--- src/sv/jeo_pkg.sv ---
package jeo_pkg;

  // Width of a person number, of the circle size and of the step count.
  localparam int PERSON_W = 7;

  // Default circle capacity.
  localparam int MAX_PEOPLE_DEF = 64;

  // Configuration register indexes.
  localparam int CFG_IDX_W = 1;
  localparam logic [CFG_IDX_W-1:0] REG_PEOPLE_COUNT = 1'b0;
  localparam logic [CFG_IDX_W-1:0] REG_STEP_SIZE    = 1'b1;

endpackage

--- src/sv/jeo_if.sv ---
// Start channel: one item carries the go flag.
interface jeo_req_if;
  logic valid;
  logic ready;
  logic go;

  modport source (output valid, output go, input ready);
  modport sink (input valid, input go, output ready);
endinterface

// Result channel: one item per removed person.
interface jeo_res_if import jeo_pkg::*; ();
  logic                valid;
  logic                ready;
  logic [PERSON_W-1:0] person;
  logic                final_res;

  modport source (output valid, output person, output final_res, input ready);
  modport sink (input valid, input person, input final_res, output ready);
endinterface

// Configuration write channel.
interface jeo_cfg_if import jeo_pkg::*; ();
  logic                 valid;
  logic                 ready;
  logic [CFG_IDX_W-1:0] index;
  logic [PERSON_W-1:0]  data;

  modport source (output valid, output index, output data, input ready);
  modport sink (input valid, input index, input data, output ready);
endinterface

--- src/sv/josephus_elimination_order_core.sv ---
// Channel | Dir | Payload               | Accepted when
// cfg     | in  | index, data           | cfg.valid && cfg.ready (always ready)
// req     | in  | go                    | req.valid && req.ready
// res     | out | person, final_res     | res.valid && res.ready
//
// A start item with go set first loads the circle, then each queue step reads
// the memory, then decides and writes back, and each removal adds a state in
// which the result is offered. A run of n people with step k makes (n-1)*k + 1
// queue steps, and the single memory read port is read once per queue step.
// An item with go clear is taken and causes nothing. Reset is synchronous and
// clears the sequencer and the configuration to one; the circle memory is
// written by each run before it is read and has no reset. req.ready is low for
// the whole run, and the sequencer holds while a result waits on res.ready.
module josephus_elimination_order_core
  import jeo_pkg::*;
#(
  parameter int MAX_PEOPLE = MAX_PEOPLE_DEF
) (
  input  logic clk,
  input  logic rst,
  jeo_cfg_if.sink   cfg,
  jeo_req_if.sink   req,
  jeo_res_if.source res
);

  localparam int PTR_W = $clog2(MAX_PEOPLE);

  localparam logic [2:0] ST_IDLE   = 3'd0;
  localparam logic [2:0] ST_FILL   = 3'd1;
  localparam logic [2:0] ST_READ   = 3'd2;
  localparam logic [2:0] ST_DECIDE = 3'd3;
  localparam logic [2:0] ST_OUT    = 3'd4;

  localparam logic [PERSON_W-1:0] ONE     = PERSON_W'(1);
  localparam logic [PERSON_W-1:0] CAP     = PERSON_W'(MAX_PEOPLE);
  localparam logic [PTR_W-1:0]    LAST_SL = PTR_W'(MAX_PEOPLE - 1);

  logic [2:0]          state;
  logic [PERSON_W-1:0] people_count;
  logic [PERSON_W-1:0] step_size;
  logic [PERSON_W-1:0] n_run;
  logic [PERSON_W-1:0] k_run;
  logic [PTR_W-1:0]    fill_idx;
  logic [PTR_W-1:0]    head_ptr;
  logic [PTR_W-1:0]    tail_ptr;
  logic [PERSON_W-1:0] remaining;
  logic [PERSON_W-1:0] position_count;
  logic [PERSON_W-1:0] out_person;
  logic                out_final;

  logic [PERSON_W-1:0] ring_store [MAX_PEOPLE];
  logic [PERSON_W-1:0] rd_data;
  logic                mem_we;
  logic [PTR_W-1:0]    mem_waddr;
  logic [PERSON_W-1:0] mem_wdata;
  logic [PERSON_W-1:0] n_clamped;
  logic [PERSON_W-1:0] k_clamped;
  logic                is_rotate;

  function automatic logic [PTR_W-1:0] next_slot(input logic [PTR_W-1:0] p);
    return (p == LAST_SL) ? '0 : p + PTR_W'(1);
  endfunction

  // Configuration registers; the user must write them only while the block is idle, which the block does not enforce.
  assign cfg.ready = 1'b1;

  always_ff @(posedge clk) begin
    if (rst) begin
      people_count <= ONE;
      step_size    <= ONE;
    end else if (cfg.valid) begin
      case (cfg.index)
        REG_PEOPLE_COUNT: people_count <= cfg.data;
        REG_STEP_SIZE:    step_size    <= cfg.data;
        default: ;
      endcase
    end
  end

  // Clamp the circle size to 1..MAX_PEOPLE and the step to at least one.
  always_comb begin
    if (people_count == '0) begin
      n_clamped = ONE;
    end else if (people_count > CAP) begin
      n_clamped = CAP;
    end else begin
      n_clamped = people_count;
    end
    k_clamped = (step_size == '0) ? ONE : step_size;
  end

  // The front person goes to the back unless removed or the sole survivor.
  assign is_rotate = (remaining != ONE) && (position_count != k_run);

  // Circle memory: one write port, one registered read port at the head.
  always_comb begin
    mem_we    = (state == ST_FILL) || ((state == ST_DECIDE) && is_rotate);
    mem_waddr = (state == ST_FILL) ? fill_idx : tail_ptr;
    mem_wdata = (state == ST_FILL) ? PERSON_W'(fill_idx) + ONE : rd_data;
  end

  always_ff @(posedge clk) begin
    if (mem_we) begin
      ring_store[mem_waddr] <= mem_wdata;
    end
    rd_data <= ring_store[head_ptr];
  end

  // Sequencer.
  always_ff @(posedge clk) begin
    if (rst) begin
      state          <= ST_IDLE;
      head_ptr       <= '0;
      tail_ptr       <= '0;
      remaining      <= '0;
      position_count <= ONE;
      fill_idx       <= '0;
    end else begin
      case (state)
        ST_IDLE: begin
          if (req.valid && req.go) begin
            n_run          <= n_clamped;
            k_run          <= k_clamped;
            fill_idx       <= '0;
            head_ptr       <= '0;
            tail_ptr       <= (n_clamped >= CAP) ? '0 : n_clamped[PTR_W-1:0];
            remaining      <= n_clamped;
            position_count <= ONE;
            state          <= ST_FILL;
          end
        end
        ST_FILL: begin
          fill_idx <= fill_idx + PTR_W'(1);
          if (PERSON_W'(fill_idx) == n_run - ONE) begin
            state <= ST_READ;
          end
        end
        ST_READ: begin
          state <= ST_DECIDE;
        end
        ST_DECIDE: begin
          head_ptr <= next_slot(head_ptr);
          if (remaining == ONE) begin
            out_person <= rd_data;
            out_final  <= 1'b1;
            remaining  <= '0;
            state      <= ST_OUT;
          end else if (position_count == k_run) begin
            out_person     <= rd_data;
            out_final      <= 1'b0;
            remaining      <= remaining - ONE;
            position_count <= ONE;
            state          <= ST_OUT;
          end else begin
            tail_ptr       <= next_slot(tail_ptr);
            position_count <= position_count + ONE;
            state          <= ST_READ;
          end
        end
        ST_OUT: begin
          if (res.ready) begin
            state <= (remaining == '0) ? ST_IDLE : ST_READ;
          end
        end
        default: begin
          state <= ST_IDLE;
        end
      endcase
    end
  end

  assign req.ready     = (state == ST_IDLE);
  assign res.valid     = (state == ST_OUT);
  assign res.person    = out_person;
  assign res.final_res = out_final;

endmodule

--- src/flat_wrapper.sv ---
// flat-port wrapper written by rule: the top's interface ports become plain ports
module josephus_elimination_order_core_flat import jeo_pkg::*;
#(
  parameter int MAX_PEOPLE = MAX_PEOPLE_DEF
)
  (clk, rst, cfg_valid, cfg_index, cfg_data, cfg_ready, req_valid, req_go, req_ready, res_valid, res_person, res_final_res, res_ready);
  jeo_cfg_if cfg_i ();
  jeo_req_if req_i ();
  jeo_res_if res_i ();
  input  logic clk;
  input  logic rst;
  input wire logic [$bits(cfg_i.valid)-1:0] cfg_valid;
  input wire logic [$bits(cfg_i.index)-1:0] cfg_index;
  input wire logic [$bits(cfg_i.data)-1:0] cfg_data;
  output wire logic [$bits(cfg_i.ready)-1:0] cfg_ready;
  input wire logic [$bits(req_i.valid)-1:0] req_valid;
  input wire logic [$bits(req_i.go)-1:0] req_go;
  output wire logic [$bits(req_i.ready)-1:0] req_ready;
  output wire logic [$bits(res_i.valid)-1:0] res_valid;
  output wire logic [$bits(res_i.person)-1:0] res_person;
  output wire logic [$bits(res_i.final_res)-1:0] res_final_res;
  input wire logic [$bits(res_i.ready)-1:0] res_ready;
  assign cfg_i.valid = cfg_valid;
  assign cfg_i.index = cfg_index;
  assign cfg_i.data = cfg_data;
  assign cfg_ready = cfg_i.ready;
  assign req_i.valid = req_valid;
  assign req_i.go = req_go;
  assign req_ready = req_i.ready;
  assign res_valid = res_i.valid;
  assign res_person = res_i.person;
  assign res_final_res = res_i.final_res;
  assign res_i.ready = res_ready;
  josephus_elimination_order_core #(.MAX_PEOPLE(MAX_PEOPLE)) u_core (.clk(clk), .rst(rst), .cfg(cfg_i), .req(req_i), .res(res_i));
endmodule
--- config.mk ---
export PLATFORM = sky130hd
export DESIGN_NAME = josephus_elimination_order_core_flat
export DESIGN_NICKNAME = d
export VERILOG_FILES = /design/src/sv/jeo_pkg.sv /design/src/sv/jeo_if.sv /design/src/sv/josephus_elimination_order_core.sv /design/src/flat_wrapper.sv
export SDC_FILE = /design/constraint.sdc
export NUM_CORES = 1
export LEC_CHECK = 0
export BUFFER_PORTS_ARGS = -buffer_cell sky130_fd_sc_hd__buf_2
export CORE_MARGIN = 1.5
export CORE_UTILIZATION = 30
export DETAILED_ROUTE_END_ITERATION = 8
export SYNTH_ARGS = -nofsm -noshare
export SYNTH_HDL_FRONTEND = slang
export SYNTH_SLANG_ARGS = --single-unit
--- constraint.sdc ---
create_clock -name clk -period 6.53 [get_ports clk]
set_input_delay 0.3265 -clock clk [delete_from_list [all_inputs] [get_ports clk]]
set_output_delay 0.3265 -clock clk [all_outputs]
set_load 0.005 [all_outputs]
After elaboration in Yosys (flattened, before gate mapping):

Memories as Yosys holds them, arrays and structs flattened. A register that Yosys moved wholly into a read port is not among the register bits.
Cells that the tools add are included.

* register bits: 71
* RAM bits: 448
* output and inout port bits: 11
* memories kept: 1

* $add $sub $neg: 7
* order comparisons: 2
* equality and inequality tests: 17
* muxes and demuxes: 34
* bitwise operators: 2
* reduce and logical (&&, ||, !) cells: 21

Memory list
* u_core.ring_store: depth 64, width 7, rd ports 1, clocked after Yosys merged registers in 1, wr ports 1, line josephus_elimination_order_core.sv:51 `logic [PERSON_W-1:0] ring_store [MAX_PEOPLE];`

Operator list (count)
* 7-bit 2-to-1 mux: 11
* 6-bit 2-to-1 mux: 8
* 6-bit one-hot mux with 2 select lines: 3
* 7-bit one-hot mux with 2 select lines: 2
* 7-bit zero test: 3
* 6-bit by 1-bit adder with 6-bit output, second input constant: 3
* 3-bit 2-to-1 mux: 5
* 3-bit one-hot mux with 5 select lines: 1
* 3-bit AND reduction: 5
* 7-bit by 1-bit subtractor with 7-bit output, second input constant: 2
* 6-bit == test, second input constant: 2
* 2-bit AND reduction: 4
* 6-bit by 1-bit adder with 7-bit output, second input constant: 1
* 7-bit by 1-bit adder with 7-bit output, second input constant: 1
* 6-bit by 7-bit == test with 1-bit output: 1
* 7-bit by 1-bit == test with 1-bit output, second input constant: 1
* 7-bit == test: 1
* 7-bit >= comparator, second input constant: 1
* 7-bit greater-than comparator, second input constant: 1
* 7-bit by 1-bit != test with 1-bit output, second input constant: 1
* 7-bit != test: 1
* 3-bit by 2-bit == test with 1-bit output, second input constant: 2
* 2-bit != test, second input constant: 3
* 2-bit nonzero test: 3
* other kinds (11): 17

Logic depth before layout (Yosys ltp):

* depth in word-level cells: 7
* depth in mapped cells: 8

Worst setup path after synthesis:

Ideal clock, no wire load.

* path type: register to register
* start: reg u_core.state[2]
* end: mem u_core.ring_store[0][6], data pin
* arrival time: 3.923 ns
* required time: 5.810 ns
* setup slack: 1.887 ns
* cell stages (with the launch flop): 6
* clock period less this slack: 4.643 ns
* cells stage by stage: dfxtp_1 -> clkbuf_1 -> or3_1 -> clkbuf_1 -> clkbuf_1 -> o31ai_1

* cells in the longest elaborated chain, start to end: 2

RTL lines
* start: declaration: line josephus_elimination_order_core.sv:38 `logic [2:0] state;`
* start signal: assignment: line josephus_elimination_order_core.sv:162 `state <= (remaining == '0) ? ST_IDLE : ST_READ;`
* 3-bit by 1-bit == test with 1-bit output: line josephus_elimination_order_core.sv:99 `mem_wdata = (state == ST_FILL) ? PERSON_W'(fill_idx) + ONE : rd_data;`
* 7-bit 2-to-1 mux: line josephus_elimination_order_core.sv:99
* net u_core.mem_wdata[6]: line josephus_elimination_order_core.sv:55 `logic [PERSON_W-1:0] mem_wdata;`
* end: declaration: line josephus_elimination_order_core.sv:51

The timed path passes the listed nets, and every way through them passes these cells.

Worst setup path after layout:

* start: reg u_core.state[0]
* end: mem u_core.ring_store[20][3] (enable)

* cells in the longest elaborated chain, start to end: 5
* elaborated cells on any way between the ends: 7

RTL lines
* 3-bit by 2-bit == test with 1-bit output: line josephus_elimination_order_core.sv:97 `mem_we = (state == ST_FILL) || ((state == ST_DECIDE) && is_rotate);`
* 1-bit logical AND: line josephus_elimination_order_core.sv:97
* 1-bit logical OR: line josephus_elimination_order_core.sv:97
* 1-bit 2-to-1 mux: line josephus_elimination_order_core.sv:103 `if (mem_we) begin`
* 1-bit 2-to-1 mux (implied by the code): line josephus_elimination_order_core.sv:104 `ring_store[mem_waddr] <= mem_wdata;`

Parallel ways exist; a longest one is shown, timed or not.

==> results.json <==
{
  "status": "completed",
  "synth_top_area_share_pct": 65.95,
  "final-hold-violation-count": 0,
  "worstReg2RegStart": "u_core.state[0]",
  "crit_type": "reg2reg",
  "totalWireLength_um": 50310,
  "synth_sequential_area_ratio_pct": 71.19,
  "ir_drop_v": 0.0002313,
  "wl_met3_um": 2698,
  "grt_pass1_vias": 11800,
  "clock_sinks": 526,
  "tightestPinTransition_ns": 1.187,
  "synth_ff_type": "edfxtp_1",
  "setup_tns_ns": 0,
  "area_delta_synth_final_pct": 14.13,
  "post-place-ws_ns": 2.901,
  "layout_common_cells": "edfxtp_1 (470), mux4_2 (112), nor2_1 (110), a21oi_1 (55), clkbuf_16 (54)",
  "power_uw": 9242,
  "cp-start-kind": "flip-flop",
  "whs_path_depth": 3,
  "synth-adder-area-share_pct": 0.4678,
  "routed.top_layer": "met4",
  "dp_hpwl_um": 31520,
  "worst_slack_ns": 2.937,
  "crit_path_max_incr_delay_ns": 0.97,
  "wl_per_cell_um": 22.20,
  "whs_ns": 0.03544,
  "die_x_um": 270.1,
  "setup_viol": 0,
  "portBuffers": 23,
  "hold_path_class": "in2reg",
  "synth_cell_types": 66,
  "report.final.slew_viol_count": 0,
  "antenna_found_initial": 0,
  "synth_top_family_by_area": "multiplexers",
  "synth_compound_area_share_pct": 6.022,
  "place_area_sq_um": 22570,
  "rsz0062_at_grt": "no",
  "final.period_utilization_pct": 55.03,
  "drc_errors": 0,
  "r2r_setup_slack_ns": 2.94,
  "rr_worst_depth": 4,
  "postSynthAreaPerCell_sq_um": 17.01,
  "cts_buffers": 53,
  "cts_tree": "yes",
  "first_iter_violations": 1136,
  "final_area_sq_um": 24420,
  "overflow": 0,
  "holdPathEnd": "u_core.step_size[6]",
  "dieArea_sq_um": 72940,
  "clock_path_buffers": 3,
  "leakagePower_uw": 0.007376,
  "final_common_cell": "edfxtp_1",
  "firstDrtPassIters": 5,
  "cts_resized": 0,
  "synthCells": 1258,
  "nets": 1304,
  "cp_slowest_cell": "nor3b_2",
  "viasPerCell": 5.064,
  "p_per_area_nw_per_um2": 378.4,
  "syn-num-nets": 1280,
  "path_cells": "nor3b_2, mux2i_1, nand2_1, nor3_1",
  "clkTransAtPathRegs_ns": 0.06,
  "arrival_ns": 3.81,
  "ioPinCount": 25,
  "cts-root-buf": "clkbuf_16",
  "yosys_warnings": 0,
  "synth-seq-cells": 526,
  "grt_use_total_pct": 13.64,
  "timing.rr.end": "u_core.ring_store[20][3]",
  "htreeDepth": 2,
  "drt-met1-wl_um": 21800,
  "min_from": "cfg_data[6]",
  "async_flop_share_pct": 0,
  "slew_headroom_pct": 20.55,
  "cp_max_fo": 16,
  "synth_top_cell_by_area": "edfxtp_1",
  "fp-row-count": 97,
  "critPathCaptureType": "flip-flop",
  "grt_pass1_wl_um": 76110,
  "antenna_left": 0,
  "vias": 11480,
  "yosys.area_share.simple_pct": 6.192,
  "synth_edf_count": 470,
  "required_ns": 6.75,
  "clk_latency_ns": 0.61,
  "muxShareOfSynthArea_pct": 13.22,
  "n_antenna_cell": 0,
  "die_y_um": 270.1,
  "core_sq_um": 70270,
  "synth_area_leaders": "edfxtp_1 (66%), mux4_2 (12%), dfxtp_1 (5.2%)",
  "clock.fmax_mhz": 278.3,
  "maxCapViolCount": 0,
  "start_util_pct": 30.45,
  "gp_congestion": 0.8033,
  "netlist_area_sq_um": 21400,
  "yosys.area_share.xor_xnor_pct": 0.9823,
  "layout-drive-gt1-share_pct": 20.51,
  "met2WireLength_um": 24690,
  "grt_max_degree": 93,
  "skew_ns": 0.02211,
  "period_needed_ns": 3.593
}
-- logic make-up (layout without fill, tap and decap cells) --
kind of cell	Yosys count	in the layout
AND/OR/NAND/NOR	279	279
XOR/XNOR	24	24
flip-flops	526	526
buffers and inverters	92	160
AO/OA/AOI/OAI	186	186
multiplexers	142	142
other	1	1
adder cells (fa/ha/maj)	8	8
-- synth_stat cells (4+ instances only) --
library cell,count
mux4_2,112
mux2_2,5
edfxtp_1,470
nand2b_1,14
and3_1,7
nor2_1,110
buf_2,16
a21oi_1,58
o32ai_1,9
or3_1,4
buf_4,7
nand2_1,44
nor2b_1,10
inv_1,12
or2_2,4
mux2i_1,25
nand3_1,24
dfxtp_1,56
o21ai_0,22
o31ai_1,7
xor2_1,8
xnor2_1,16
o22ai_1,11
clkbuf_1,46
a32o_1,5
a21o_1,9
nand3b_1,5
nor3_1,34
ha_1,8
buf_1,8
a22oi_1,35
-- per-stage QoR --
stage                     std cells  utilization, %
final                          2266           34.76
after global routing           2266           34.76
after CTS                      2266           34.76
after detailed placement       2162           32.12
after global placement         2162           32.12
after floorplan                1258               -
-- area by class of cell --
cell class              count  area (sq um)
flip-flops and latches    526         15240
multi-input cells         640          5824
repair buffers             49         335.3
well taps                 940          1176
clock buffers              68          1444
clock inverters            31         355.3
inverters                  12         45.04
fillers                  6545         45850
-- power breakdown --
group          switching [uW]  total [uW]  internal (uW)
clock                    1290        3100           1810
combinational            1220        1590            369
sequential                118        4550           4440
total                    2630        9240           6620
-- worst max-delay path: cells and delay by family, from the launching register on --
kind             cells  cell delay [ns]
multiplexers         1             0.46
flip-flops           1             0.40
AND/OR/NAND/NOR      3             2.35
-- sequential cells by signal (all words and copies together) (netlist names), 3 cells and up --
signal,cells
u_core.ring_store,448
u_core.k_run,7
u_core.n_run,7
u_core.people_count,7
u_core.position_count,7
u_core.rd_data,7
u_core.remaining,7
u_core.res.person,7
u_core.step_size,7
u_core.fill_idx,6
u_core.head_ptr,6
u_core.tail_ptr,6
u_core.state,3
-- timing repair --
item                      4_1_cts  5_1_grt
hold endpoints to repair       10        0
buffers inserted                0        0
hold buffers                    5        0
-- worst max-delay path by stage --
stage                         start                  endpoint
finish              u_core.state[0]  u_core.ring_store[20][3]
CTS                 u_core.state[0]  u_core.ring_store[32][4]
global route        u_core.state[0]  u_core.ring_store[11][3]
floorplan           u_core.state[2]   u_core.ring_store[0][6]
global placement    u_core.state[2]  u_core.ring_store[20][1]
detailed placement  u_core.state[0]  u_core.ring_store[11][1]
-- metal layers --
metal  vias up  global-route usage, %
met5         -                      0
met4         0                  3.873
met3        81                  2.223
met2       375                  22.66
met1      5943                  18.42
li1       5077                      -
Note: power is estimated with default switching activity, not from simulation.
